**src/hw/rtl/gregorian_date_add_days_macros.svh**
```systemverilog
// Assertion macros shared by the date adder RTL.
// Each macro expects clk and arst_n to be visible at the point of use.
`ifndef GREGORIAN_DATE_ADD_DAYS_MACROS_SVH
`define GREGORIAN_DATE_ADD_DAYS_MACROS_SVH

// Same-cycle implication, checked out of reset.
`define GDAD_ASSERT_IMP(lbl, ante, cons) \
	lbl: assert property (@(posedge clk) disable iff (!arst_n) (ante) |-> (cons)) \
		else $error("date adder assertion failed");

// Next-cycle implication, checked out of reset.
`define GDAD_ASSERT_NXT(lbl, ante, cons) \
	lbl: assert property (@(posedge clk) disable iff (!arst_n) (ante) |=> (cons)) \
		else $error("date adder assertion failed");

`endif

```
**src/hw/rtl/gdad_pkg.sv**
```systemverilog
// Shared types, constants and calendar functions for the date adder.
// No dependencies; used by gdad_core and the top level.
`timescale 1ns / 1ps

package gdad_pkg;

	localparam int YEAR_W  = 14;
	localparam int MONTH_W = 4;
	localparam int DAY_W   = 5;
	localparam int COUNT_W = 16;

	// Years per Gregorian leap cycle and the first shift of the residue search
	localparam logic [15:0] CYCLE_LEN     = 16'd400;
	localparam logic [2:0]  MOD_TOP_SHIFT = 3'd5;
	localparam logic [8:0]  CYCLE_LAST    = 9'd399;

	localparam logic [MONTH_W-1:0] MONTH_JAN = 4'd1;
	localparam logic [MONTH_W-1:0] MONTH_FEB = 4'd2;
	localparam logic [MONTH_W-1:0] MONTH_DEC = 4'd12;
	localparam logic [DAY_W-1:0]   DAY_LAST_DEC = 5'd31;

	typedef enum logic [2:0] {
		ST_IDLE,
		ST_MOD,
		ST_CHECK,
		ST_WALK,
		ST_DONE
	} state_t;

	typedef struct packed {
		logic [YEAR_W-1:0]  year;
		logic [MONTH_W-1:0] month;
		logic [DAY_W-1:0]   day;
		logic               invalid_date;
		logic               year_overflow;
	} result_t;

	// Leap test from the year modulo 400
	function automatic logic is_leap(input logic [8:0] rem);
		is_leap = (rem[1:0] == 2'b00) && (rem != 9'd100) && (rem != 9'd200)
			&& (rem != 9'd300);
	endfunction

	// Month length; codes outside 1..12 return 31 and are rejected elsewhere
	function automatic logic [DAY_W-1:0] days_in(input logic [MONTH_W-1:0] m,
			input logic leap);
		logic [DAY_W-1:0] len;
		case (m)
			4'd2:    len = leap ? 5'd29 : 5'd28;
			4'd4:    len = 5'd30;
			4'd6:    len = 5'd30;
			4'd9:    len = 5'd30;
			4'd11:   len = 5'd30;
			default: len = 5'd31;
		endcase
		days_in = len;
	endfunction

endpackage

```
**src/hw/rtl/gdad_alu.sv**
```systemverilog
// Shared 16-bit subtract and compare unit of the date adder.
// Standalone; driven by the sequencer in gdad_core.
`timescale 1ns / 1ps

module gdad_alu (
	input  logic [15:0] a,
	input  logic [15:0] b,
	output logic [15:0] diff,
	output logic        ge
);

	logic [16:0] wide;

	assign wide = {1'b0, a} - {1'b0, b};
	assign diff = wide[15:0];
	assign ge   = ~wide[16];

endmodule

```
**src/hw/rtl/gdad_core.sv**
```systemverilog
// Sequencer and datapath registers of the date adder: year residue search,
// date check and the month-by-month walk. Uses gdad_pkg and gdad_alu.
`timescale 1ns / 1ps

module gdad_core #(
	parameter int MAX_YEAR = 9999
) (
	input  logic                       clk,
	input  logic                       arst_n,
	input  logic                       start,
	input  logic [gdad_pkg::YEAR_W-1:0]  in_year,
	input  logic [gdad_pkg::MONTH_W-1:0] in_month,
	input  logic [gdad_pkg::DAY_W-1:0]   in_day,
	input  logic [gdad_pkg::COUNT_W-1:0] in_count,
	input  logic                       out_free,
	output logic                       idle,
	output logic                       done,
	output gdad_pkg::result_t          result
);

	localparam int YW_MAX = $clog2(MAX_YEAR + 2);
	localparam int YW     = (YW_MAX > gdad_pkg::YEAR_W) ? YW_MAX : gdad_pkg::YEAR_W;
	localparam logic [YW-1:0] MAX_Y = YW'(MAX_YEAR);

	gdad_pkg::state_t state_q, state_d;

	logic [YW-1:0]                 y_q;
	logic [gdad_pkg::MONTH_W-1:0]  m_q;
	logic [gdad_pkg::DAY_W-1:0]    d_q;
	logic [gdad_pkg::COUNT_W-1:0]  n_q;
	logic [13:0]                   rem_q;
	logic [2:0]                    k_q;
	logic                          inv_q;
	logic                          ovf_q;

	logic [15:0]                   alu_a, alu_b, alu_diff;
	logic                          alu_ge;
	logic                          leap;
	logic [gdad_pkg::DAY_W-1:0]    len;
	logic [gdad_pkg::DAY_W-1:0]    room;
	logic                          date_ok;
	logic [YW-1:0]                 y_inc;
	logic [13:0]                   mod_src;

	// After the search rem_q holds the year modulo 400 in its low bits
	assign leap  = gdad_pkg::is_leap(rem_q[8:0]);
	assign len   = gdad_pkg::days_in(m_q, leap);
	assign room  = len - d_q;
	assign y_inc = y_q + YW'(1);

	assign date_ok = (m_q >= gdad_pkg::MONTH_JAN) && (m_q <= gdad_pkg::MONTH_DEC)
		&& (y_q <= MAX_Y) && (d_q != '0) && (d_q <= len);

	// Residue search works on the 14-bit input year held in y_q
	assign mod_src = (k_q == gdad_pkg::MOD_TOP_SHIFT) ? y_q[13:0] : rem_q;

	always_comb begin
		case (state_q)
			gdad_pkg::ST_MOD: begin
				alu_a = 16'(mod_src);
				alu_b = gdad_pkg::CYCLE_LEN << k_q;
			end
			default: begin
				alu_a = n_q;
				alu_b = 16'(room) + 16'd1;
			end
		endcase
	end

	gdad_alu u_alu (
		.a    (alu_a),
		.b    (alu_b),
		.diff (alu_diff),
		.ge   (alu_ge)
	);

	// Next state
	always_comb begin
		state_d = state_q;
		case (state_q)
			gdad_pkg::ST_IDLE:  if (start) state_d = gdad_pkg::ST_MOD;
			gdad_pkg::ST_MOD:   if (k_q == 3'd0) state_d = gdad_pkg::ST_CHECK;
			gdad_pkg::ST_CHECK: begin
				if (!date_ok || n_q == '0)
					state_d = gdad_pkg::ST_DONE;
				else
					state_d = gdad_pkg::ST_WALK;
			end
			gdad_pkg::ST_WALK: begin
				if (!alu_ge)
					state_d = gdad_pkg::ST_DONE;
				else if (m_q == gdad_pkg::MONTH_DEC && y_inc > MAX_Y)
					state_d = gdad_pkg::ST_DONE;
			end
			gdad_pkg::ST_DONE:  if (out_free) state_d = gdad_pkg::ST_IDLE;
			default:            state_d = gdad_pkg::ST_IDLE;
		endcase
	end

	// Outputs
	always_comb begin
		idle = 1'b0;
		done = 1'b0;
		case (state_q)
			gdad_pkg::ST_IDLE: idle = 1'b1;
			gdad_pkg::ST_DONE: done = 1'b1;
			default: ;
		endcase
	end

	assign result.year          = y_q[gdad_pkg::YEAR_W-1:0];
	assign result.month         = m_q;
	assign result.day           = d_q;
	assign result.invalid_date  = inv_q;
	assign result.year_overflow = ovf_q;

	always_ff @(posedge clk or negedge arst_n) begin
		if (!arst_n) begin
			state_q <= gdad_pkg::ST_IDLE;
			k_q     <= '0;
		end else begin
			state_q <= state_d;
			if (state_q == gdad_pkg::ST_IDLE)
				k_q <= gdad_pkg::MOD_TOP_SHIFT;
			else if (state_q == gdad_pkg::ST_MOD && k_q != 3'd0)
				k_q <= k_q - 3'd1;
		end
	end

	always_ff @(posedge clk) begin
		case (state_q)
			gdad_pkg::ST_IDLE: begin
				if (start) begin
					y_q   <= YW'(in_year);
					m_q   <= in_month;
					d_q   <= in_day;
					n_q   <= in_count;
					inv_q <= 1'b0;
					ovf_q <= 1'b0;
				end
			end
			gdad_pkg::ST_MOD: begin
				// Restoring subtract of 400 << k, high shift first
				rem_q <= alu_ge ? alu_diff[13:0] : mod_src;
			end
			gdad_pkg::ST_CHECK: begin
				inv_q <= ~date_ok;
			end
			gdad_pkg::ST_WALK: begin
				if (!alu_ge) begin
					d_q <= d_q + n_q[gdad_pkg::DAY_W-1:0];
					n_q <= '0;
				end else begin
					n_q <= alu_diff;
					d_q <= 5'd1;
					if (m_q == gdad_pkg::MONTH_DEC) begin
						if (y_inc > MAX_Y) begin
							// Saturate at the last day of the last year
							y_q   <= MAX_Y;
							d_q   <= gdad_pkg::DAY_LAST_DEC;
							ovf_q <= 1'b1;
							n_q   <= '0;
						end else begin
							m_q   <= gdad_pkg::MONTH_JAN;
							y_q   <= y_inc;
							rem_q <= (rem_q[8:0] == gdad_pkg::CYCLE_LAST) ? '0
								: rem_q + 14'd1;
						end
					end else begin
						m_q <= m_q + 4'd1;
					end
				end
			end
			default: ;
		endcase
	end

endmodule

```
**src/hw/rtl/gregorian_date_add_days.sv**
```systemverilog
// Top level of the Gregorian date adder: stream ports and result register.
// Uses gdad_pkg, gdad_core and gregorian_date_add_days_macros.svh.
//
//  channel  dir  payload (lsb first)                            accepted when
//  s_axis   in   tdata: start_year, start_month, start_day,      tvalid & tready
//                       days_to_add
//  m_axis   out  tdata: result_year, result_month, result_day;   tvalid & tready
//                tuser: invalid_date, year_overflow
//
// Each beat runs the residue search, the date check and then, unless the count is
// zero or the date invalid, a walk over M months (up to about 2154 for a count of
// 65535). The shared subtract unit handles one residue step or one month per cycle.
// s_axis_tready is high only while idle.
// A result waits in the output register; the core holds it until that register
// frees up. Reset clears the sequencer and the output valid.
`timescale 1ns / 1ps
`include "gregorian_date_add_days_macros.svh"

module gregorian_date_add_days #(
	parameter int MAX_YEAR = 9999
) (
	input  logic        clk,
	input  logic        arst_n,
	input  logic        s_axis_tvalid,
	output logic        s_axis_tready,
	input  logic [39:0] s_axis_tdata,  // start_year, start_month, start_day, days_to_add
	output logic        m_axis_tvalid,
	input  logic        m_axis_tready,
	output logic [23:0] m_axis_tdata,  // result_year, result_month, result_day
	output logic [1:0]  m_axis_tuser   // invalid_date, year_overflow
);

	logic              idle;
	logic              done;
	logic              out_free;
	gdad_pkg::result_t result;
	gdad_pkg::result_t out_q;
	logic              out_valid_q;
	logic              res_month_ok;
	logic              res_last_day;

	assign s_axis_tready = idle;
	assign out_free      = !out_valid_q || m_axis_tready;

	gdad_core #(
		.MAX_YEAR (MAX_YEAR)
	) u_core (
		.clk      (clk),
		.arst_n   (arst_n),
		.start    (s_axis_tvalid && idle),
		.in_year  (s_axis_tdata[13:0]),
		.in_month (s_axis_tdata[17:14]),
		.in_day   (s_axis_tdata[22:18]),
		.in_count (s_axis_tdata[38:23]),
		.out_free (out_free),
		.idle     (idle),
		.done     (done),
		.result   (result)
	);

	always_ff @(posedge clk or negedge arst_n) begin
		if (!arst_n) begin
			out_valid_q <= 1'b0;
		end else if (out_free) begin
			out_valid_q <= done;
		end
	end

	always_ff @(posedge clk) begin
		if (done && out_free)
			out_q <= result;
	end

	assign m_axis_tvalid = out_valid_q;
	assign m_axis_tdata  = {1'b0, out_q.day, out_q.month, out_q.year};
	assign m_axis_tuser  = {out_q.year_overflow, out_q.invalid_date};

	assign res_month_ok = (m_axis_tdata[17:14] >= gdad_pkg::MONTH_JAN)
		&& (m_axis_tdata[17:14] <= gdad_pkg::MONTH_DEC);
	assign res_last_day = (m_axis_tdata[17:14] == gdad_pkg::MONTH_DEC)
		&& (m_axis_tdata[22:18] == gdad_pkg::DAY_LAST_DEC);

	`GDAD_ASSERT_NXT(a_busy_after_accept, s_axis_tvalid && s_axis_tready, !s_axis_tready)
	`GDAD_ASSERT_IMP(a_flags_exclusive, m_axis_tvalid, !(m_axis_tuser[0] && m_axis_tuser[1]))
	`GDAD_ASSERT_IMP(a_month_range, m_axis_tvalid && !m_axis_tuser[0], res_month_ok)
	`GDAD_ASSERT_IMP(a_ovf_saturated, m_axis_tvalid && m_axis_tuser[1], res_last_day)
	`GDAD_ASSERT_IMP(a_done_not_idle, done, !idle)

endmodule

```
**config.mk**
```make
export PLATFORM = sky130hd
export DESIGN_NAME = gregorian_date_add_days
export DESIGN_NICKNAME = d
export VERILOG_FILES = /design/src/hw/rtl/gdad_pkg.sv /design/src/hw/rtl/gdad_alu.sv /design/src/hw/rtl/gdad_core.sv /design/src/hw/rtl/gregorian_date_add_days.sv
export VERILOG_INCLUDE_DIRS = /design/src /design/src/hw/rtl
export SDC_FILE = /design/constraint.sdc
export NUM_CORES = 1
export LEC_CHECK = 0
export BUFFER_PORTS_ARGS = -buffer_cell sky130_fd_sc_hd__buf_4
export CAP_MARGIN = 20
export CORE_MARGIN = 2
export CORE_UTILIZATION = 50
export DETAILED_ROUTE_END_ITERATION = 12
export GPL_ROUTABILITY_DRIVEN = 0
export PLACE_DENSITY_LB_ADDON = 0.15
export SYNTH_ARGS = -nofsm -noshare
export SYNTH_HDL_FRONTEND = slang
export SYNTH_SLANG_ARGS = --single-unit
```
**constraint.sdc**
```tcl
create_clock -name clk -period 7.7 [get_ports clk]
set_clock_uncertainty 0.05 [all_clocks]
set_input_delay 1.54 -clock clk [delete_from_list [all_inputs] [get_ports clk]]
set_output_delay 1.54 -clock clk [all_outputs]
set_load 0.005 [all_outputs]
```
==> summary.md, run 1 <==
| Metric | Value |
|---|---|
| CTS root buffer | `clkbuf_16` |
| Initial antenna violation count | `0` |
| Max_slew headroom | `0.363` |
| CTS tree | `yes` |
| Commonest cells post-synth | `nand2_1, edfxtp_1, nor2_1, o21ai_0, ha_1` |
| Antenna-violating nets left | `0` |
| Cell area after layout | `7010 sq um` |
| Post-Syn Area per Cell | `9.48 sq um` |
| Netlist cell types | `69` |
| Setup Viol. Count Final | `0` |
| Die area | `13,000 sq um` |
| Die width | `114 um` |
| Post-CTS Repair Setup Buffers | `0` |
| Core outline area | `11,900 sq um` |
| Max-Cap Viols | `0` |
| Synth area leaders | `edfxtp_1, ha_1, nand2_1` |
| Syn Nets | `721` |
| Nets | `774` |
| Total grt overflow | `0` |
| Post-synth top area cell | `edfxtp_1` |
| Sink Count | `87` |
| Setup tns final | `0 ns` |
| Area delta synth->final | `15.8%` |
| Synth Warn # | `0` |
| Async SR Flop Fraction | `0.0805` |
| DRC Markers | `0` |
| Initial Util | `0.508` |
| # placed instances | `827` |
| Yosys top cell area share | `0.397` |
| FF-to-FF Start | `u_core.rem_q[7]` |
| Detailed placer's ending HPWL | `11,100 um` |
| FMAX | `168 MHz` |
| Most numerous cell in the Yosys netlist | `nand2_1` |
| Die Y | `114 um` |
| Critical Path RT | `7.69 ns` |
| Nature of the critical path endpoint | `register` |
| Max clock buf depth | `2` |
| Worst setup margin | `1.74 ns` |
| Antenna fix cells | `0` |
| Share of cells above drive strength 1 | `0.148` |
| Unrepaired setup endpoints after global routing | `no` |
| # IOs | `72` |
| Tot GR Track Use | `0.242` |
| Worst reg2reg path depth | `23` |
| Count of input and output buffers | `69` |
| Final hold vios | `0` |
| # hold bufs at CTS | `0` |
| Drt total wl | `15,000 um` |
| Mapped Area | `6060 sq um` |
| Wirelength per Cell | `17.8 um` |
| Reg2reg end | `u_core.m_q[2]` |
| Slew Limit Fails | `0` |
| Minimum clock period | `5.96 ns` |
| First-pass GRT wire length | `24,400 um` |
| Critical path fanouts, max | `27` |
| TritonRoute pass-1 iters | `5` |
| Seq/Total Area, Yosys | `0.426` |
| Clk Latency, worst-skew pair | `0.35 ns` |
| Depth of the CTS H-tree | `3` |
| Post-Syn Instances | `639` |
| Clk slew on worst S/H paths | `0.06 ns` |
| Synth Register Bits | `87` |
| Worst setup endpoint | `u_core.m_q[2]` |
| Non-Filler Instances | `844` |
| Number of global-route vias before repair | `4,699` |
| Count of flip-flops with a built-in enable after synthesis | `80` |
| Crit path arrival time | `5.96 ns` |
| Tcrit/Tclk final | `0.774` |
| Largest net degree at the start of global routing | `40` |
| DR iter-0 viols | `560` |
| Crit path from | `u_core.rem_q[7]` |
| WS Path Type | `reg -> reg` |
| Status | `complete, no violations` |
| R2R setup slack | `1.74 ns` |
| Hold WC Path Type | `reg -> reg` |
| Pre-CTS WS | `1.80 ns` |
| CTS resizes | `0` |
| Critical Path Start Type | `register` |
| CTS buffer count | `9` |
| Vias | `4,941` |
| Most used DFF post-synth | `edfxtp_1` |
| Row Count | `40` |
| Measured slew at the worst slew-check pin | `0.953 ns` |
| Vias per cell | `5.85` |
| Post-DP Area | `6660 sq um` |
[state kept, by name, summed over array words and instances (netlist names), 3 cells and up]
register,flops
u_core.state_q,3
u_core.y_q,14
m_axis_tdata,23
u_core.d_q,5
u_core.k_q,3
u_core.rem_q,14
u_core.m_q,4
u_core.n_q,16
[per-stage QoR]
step,util,hold WS [ns]
after floorplan,-,0.350
after global placement,0.559,0.355
after detailed placement,0.559,0.359
after CTS,0.587,0.373
after global routing,0.589,0.386
final,0.589,0.375
[worst max-delay path, stage by stage, from the launching register on]
cell and delay, ns:
edfxtp_1 0.52, nor4b_1 0.33, a31oi_1 0.07, o32a_1 0.31, o211ai_1 0.19, a221oi_1 0.10
a21oi_1 0.19, ha_1 0.24, fa_1 0.47, inv_1 0.08, ha_1 0.20, nand2_1 0.07
o22ai_1 0.15, xnor2_1 0.17, o21ai_0 0.12, ha_1 0.40, o21ai_0 0.14, o21ai_1 0.29
a41oi_2 0.22, a31oi_2 0.29, buf_4 0.37, nand2_1 0.15, a21o_2 0.31, nand2_1 0.21
[how the worst min path moves through the flow]
stage	from	end	depth (start not counted)
after floorplan	u_core.inv_q	m_axis_tuser[0]	0
after global placement	u_core.inv_q	m_axis_tuser[0]	0
after detailed placement	u_core.inv_q	m_axis_tuser[0]	0
after CTS	u_core.inv_q	m_axis_tuser[0]	0
after global routing	u_core.ovf_q	m_axis_tuser[1]	0
final	u_core.inv_q	m_axis_tuser[0]	0
[cell type report]
class                   count  area, sq um
repair buffers             75          583
multi-input cells         489         3230
fillers                  1044         4900
clock inverters             6         93.8
flip-flops and latches     87         2580
inverters                  30          113
well taps                 147          184
clock buffers              10          229
[kinds of logic after synthesis]
kind of cell               share of synthesized area
and+or+nand+nor                                0.164
xor gates and xnor gates                      0.0680
DFF                                            0.426
adders and majority gates                     0.0822
muxes                                         0.0403
AOI/OAI and AO/OA                              0.178
other                                       0.000619
buffers and inverters                         0.0417
[per-layer routing]
| metal | vias to the layer above | share of wire | global-route usage |
|---|---|---|---|
| met5 | - | 0 | 0 |
| met4 | 0 | 0.021 | 0.0911 |
| met3 | 21 | 0.052 | 0.0434 |
| met2 | 151 | 0.46 | 0.368 |
| met1 | 2340 | 0.47 | 0.348 |
| li1 | 2429 | - | - |
[cell usage in the layout (no fill, tap or decap), types with 5 or more instances in the layout]
cell type   n
nand3_1    20
a21o_1     10
nor4_1      5
buf_4      74
o21ai_0    44
nor2_1     45
o21ai_1     6
ha_1       35
a31oi_1     5
edfxtp_1   80
clkbuf_16   9
nand2_1    93
o22ai_1     7
nand4_1     5
o31ai_1    13
xor2_1     19
inv_1      29
nor3_1     18
xnor2_1    28
dfrtp_1     7
nand2b_1    5
mux2i_1    21
o211ai_1    5
a21oi_1    33
Power of run 1 is not shown: default switching activity piles up to over one toggle a cycle in this logic, so the estimate is an artifact.
==> run 2: changes to the inputs <==
==> constraint.sdc (replaced) <==
create_clock -name clk -period 5 [get_ports clk]
set_clock_uncertainty 0.05 [all_clocks]
set_input_delay 1 -clock clk [delete_from_list [all_inputs] [get_ports clk]]
set_output_delay 1 -clock clk [all_outputs]
set_load 0.005 [all_outputs]
==> summary.md, run 2 (synthesis gave the netlist of run 1 again) <==
| Metric | Value |
|---|---|
| CTS tree | `yes` |
| Critical Path Start Type | `register` |
| CP Buf/Inv Count | `3 (+1)` |
| Slew Limit Fails | `0 (unchanged)` |
| Clk Latency, worst-skew pair | `0.36 ns (about the same)` |
| Setup tns final | `-0.816 ns (-0.816 ns)` |
| Critical path fanouts, max | `6 (-78%)` |
| Antenna-violating nets left | `0 (unchanged)` |
| Cell area after layout | `7820 sq um (+11%)` |
| Minimum clock period | `5.07 ns (-0.893 ns)` |
| Initial Util | `0.508 (unchanged)` |
| Family with the most delay on the worst path | `compound AO/OA/AOI/OAI gates` |
| Unrepaired setup endpoints after global routing | `yes` |
| FMAX | `197 MHz (+18%)` |
| Most common cell after layout, fill and taps aside | `buf_4` |
| CTS buffer count | `9 (unchanged)` |
| Largest regs | `m_axis_tdata: 23 flops, u_core.n_q: 16 flops` |
| Die width | `114 um (unchanged)` |
| Drt total wl | `17,000 um (+13%)` |
| Status | `finished with violations` |
| Initial antenna violation count | `0 (unchanged)` |
| Measured slew at the worst slew-check pin | `1.05 ns (+0.0980 ns)` |
| Critical Path RT | `5.06 ns (-2.63 ns)` |
| Crit path arrival time | `5.13 ns (-0.83 ns)` |
| Worst setup margin | `-0.0702 ns (-1.81 ns)` |
| TritonRoute pass-1 iters | `7 (+2)` |
| DRC Markers | `0 (unchanged)` |
| Share of cells above drive strength 1 | `0.286 (+0.138)` |
| First-pass GRT wire length | `26,000 um (+6.7%)` |
| Hold slack final | `0.373 ns (-0.00239 ns)` |
| Core Util, Final | `0.656 (+0.0672)` |
| Crit path max-delay cell type | `edfxtp_1` |
| Nature of the critical path endpoint | `register` |
| Vias | `5,323 (+7.7%)` |
| Area delta synth->final | `29.0%` |
| Vias per cell | `5.95 (+1.6%)` |
| Largest net degree at the start of global routing | `62 (+55%)` |
| Core outline area | `11,900 sq um (unchanged)` |
| Wirelength per Cell | `19.0 um (+7.0%)` |
| Antenna fix cells | `0 (unchanged)` |
| CTS root buffer | `clkbuf_16` |
| Worst path max stage delay | `0.41 ns (-0.11 ns)` |
| Filler cells | `975 (-6.6%)` |
| Number of global-route vias before repair | `5,130 (+9.2%)` |
| Depth of the CTS H-tree | `3 (unchanged)` |
| Tot GR Track Use | `0.259 (+0.0162)` |
| Max clock buf depth | `2 (unchanged)` |
| Hold WC Path Type | `reg -> reg` |
| Die Y | `114 um (unchanged)` |
| Final hold vios | `0 (unchanged)` |
| Row Count | `40 (unchanged)` |
| # IOs | `72 (unchanged)` |
| Max_slew headroom | `0.298 (-0.0655)` |
| Count of input and output buffers | `69 (unchanged)` |
| Multi-input gate area | `3600 sq um (+11%)` |
| WS Path Type | `reg -> reg` |
| Most frequent cells in the layout | `buf_4, nand2_1, edfxtp_1` |
| Clk slew on worst S/H paths | `0.07 ns (about the same)` |
| CP cell instances | `nor4b_2, a31oi_1, o32a_1, o211ai_1, a221oi_2, a21oi_2, ha_2, fa_2, nand3_1, nor3_1, a21oi_1, nor4_2, buf_4, a31oi_2, ha_4, a2111oi_4, o21ai_2, a41oi_2, a31oi_4, buf_6, nand2_4, a21oi_1, buf_4, a22o_1` |
| Total grt overflow | `0 (unchanged)` |
| Largest Register | `m_axis_tdata` |
| Max reg flops | `23 (unchanged)` |
| DR iter-0 viols | `413 (-26%)` |
| Post-DP Area | `6960 sq um (+4.5%)` |
| Nets | `825 (+6.6%)` |
| Max-Cap Viols | `0 (unchanged)` |
| Detailed placer's ending HPWL | `11,700 um (+5.5%)` |
| Tcrit/Tclk final | `1.01 (+0.240)` |
| Die area | `13,000 sq um (unchanged)` |
| Failing checks | `negative setup slack` |
| Sink Count | `87 (unchanged)` |
| Setup Viol. Count Final | `20 (+20)` |
| FF/Latch Area | `2580 sq um (unchanged)` |
## run 2: cell count changes in the layout (fill, tap and decap cells not counted), sizes merged
cell      change
buf          +50
bufinv        -1
clkinvlp      +1
inv           +1
## run 2: through the flow
| stage | setup WS (ns) | cells |
|---|---|---|
| final | -0.0702 | 895 |
| after global placement | -0.183 | 863 |
| after global routing | -0.243 | 895 |
| after detailed placement | -0.250 | 863 |
| after CTS | -0.0297 | 882 |
| after floorplan | 0.00885 | 639 |
## run 2: routing by layer
metal	vias to the layer above	GRT usage	share of wire	wire, um
li1	2544	-	-	-
met1	2506	0.343	0.44	7440
met2	220	0.415	0.47	7990
met3	53	0.0402	0.055	934
met4	0	0.128	0.037	635
met5	-	0	0	0
## run 2: worst paths after layout
check / from / to / slack, ns / cells after the start
worst max-delay path: u_core.rem_q[3] / u_core.n_q[9] / -0.07 / 24
worst min-delay path: u_core.inv_q / m_axis_tuser[0] / 0.37 / 0
worst max register to register: u_core.rem_q[3] / u_core.n_q[9] / -0.07 / 24
worst min register to register: u_core.inv_q / m_axis_tuser[0] / 0.37 / 0
max in group asynchronous: arst_n / u_core.k_q[1] / 4.39 / 1
min in group asynchronous: arst_n / u_core.k_q[0] / 0.39 / 1
## run 2: area by class of cell
| cell class | instances | share of cell area |
|---|---|---|
| clock buffers | 9 | 0.0288 |
| clock inverters | 7 | 0.00913 |
| inverters | 30 | 0.0144 |
| multi-input cells | 489 | 0.460 |
| flip-flops and latches | 87 | 0.330 |
| well taps | 147 | 0.0235 |
| repair buffers | 126 | 0.134 |
## run 2: worst register-to-register path, cell delays in order, from the launching register on
cell,delay [ns]
edfxtp_1,0.41
nor4b_2,0.28
a31oi_1,0.06
o32a_1,0.31
o211ai_1,0.25
a221oi_2,0.10
a21oi_2,0.15
ha_2,0.21
fa_2,0.26
nand3_1,0.17
nor3_1,0.24
a21oi_1,0.10
nor4_2,0.19
buf_4,0.17
a31oi_2,0.04
ha_4,0.20
a2111oi_4,0.31
o21ai_2,0.14
a41oi_2,0.29
a31oi_4,0.14
buf_6,0.17
nand2_4,0.10
a21oi_1,0.09
buf_4,0.20
a22o_1,0.19
## run 2: repair_timing
| item | 4_1_cts | 5_1_grt |
|---|---|---|
| resized for setup | 38 | 64 |
| setup endpoints to repair | 71 | 71 |
| hold buffers | 0 | 0 |
| cloned | 0 | 1 |
| pin swaps | 12 | 21 |
| setup buffers | 3 | 12 |
Power of run 2 is left out for the same reason.
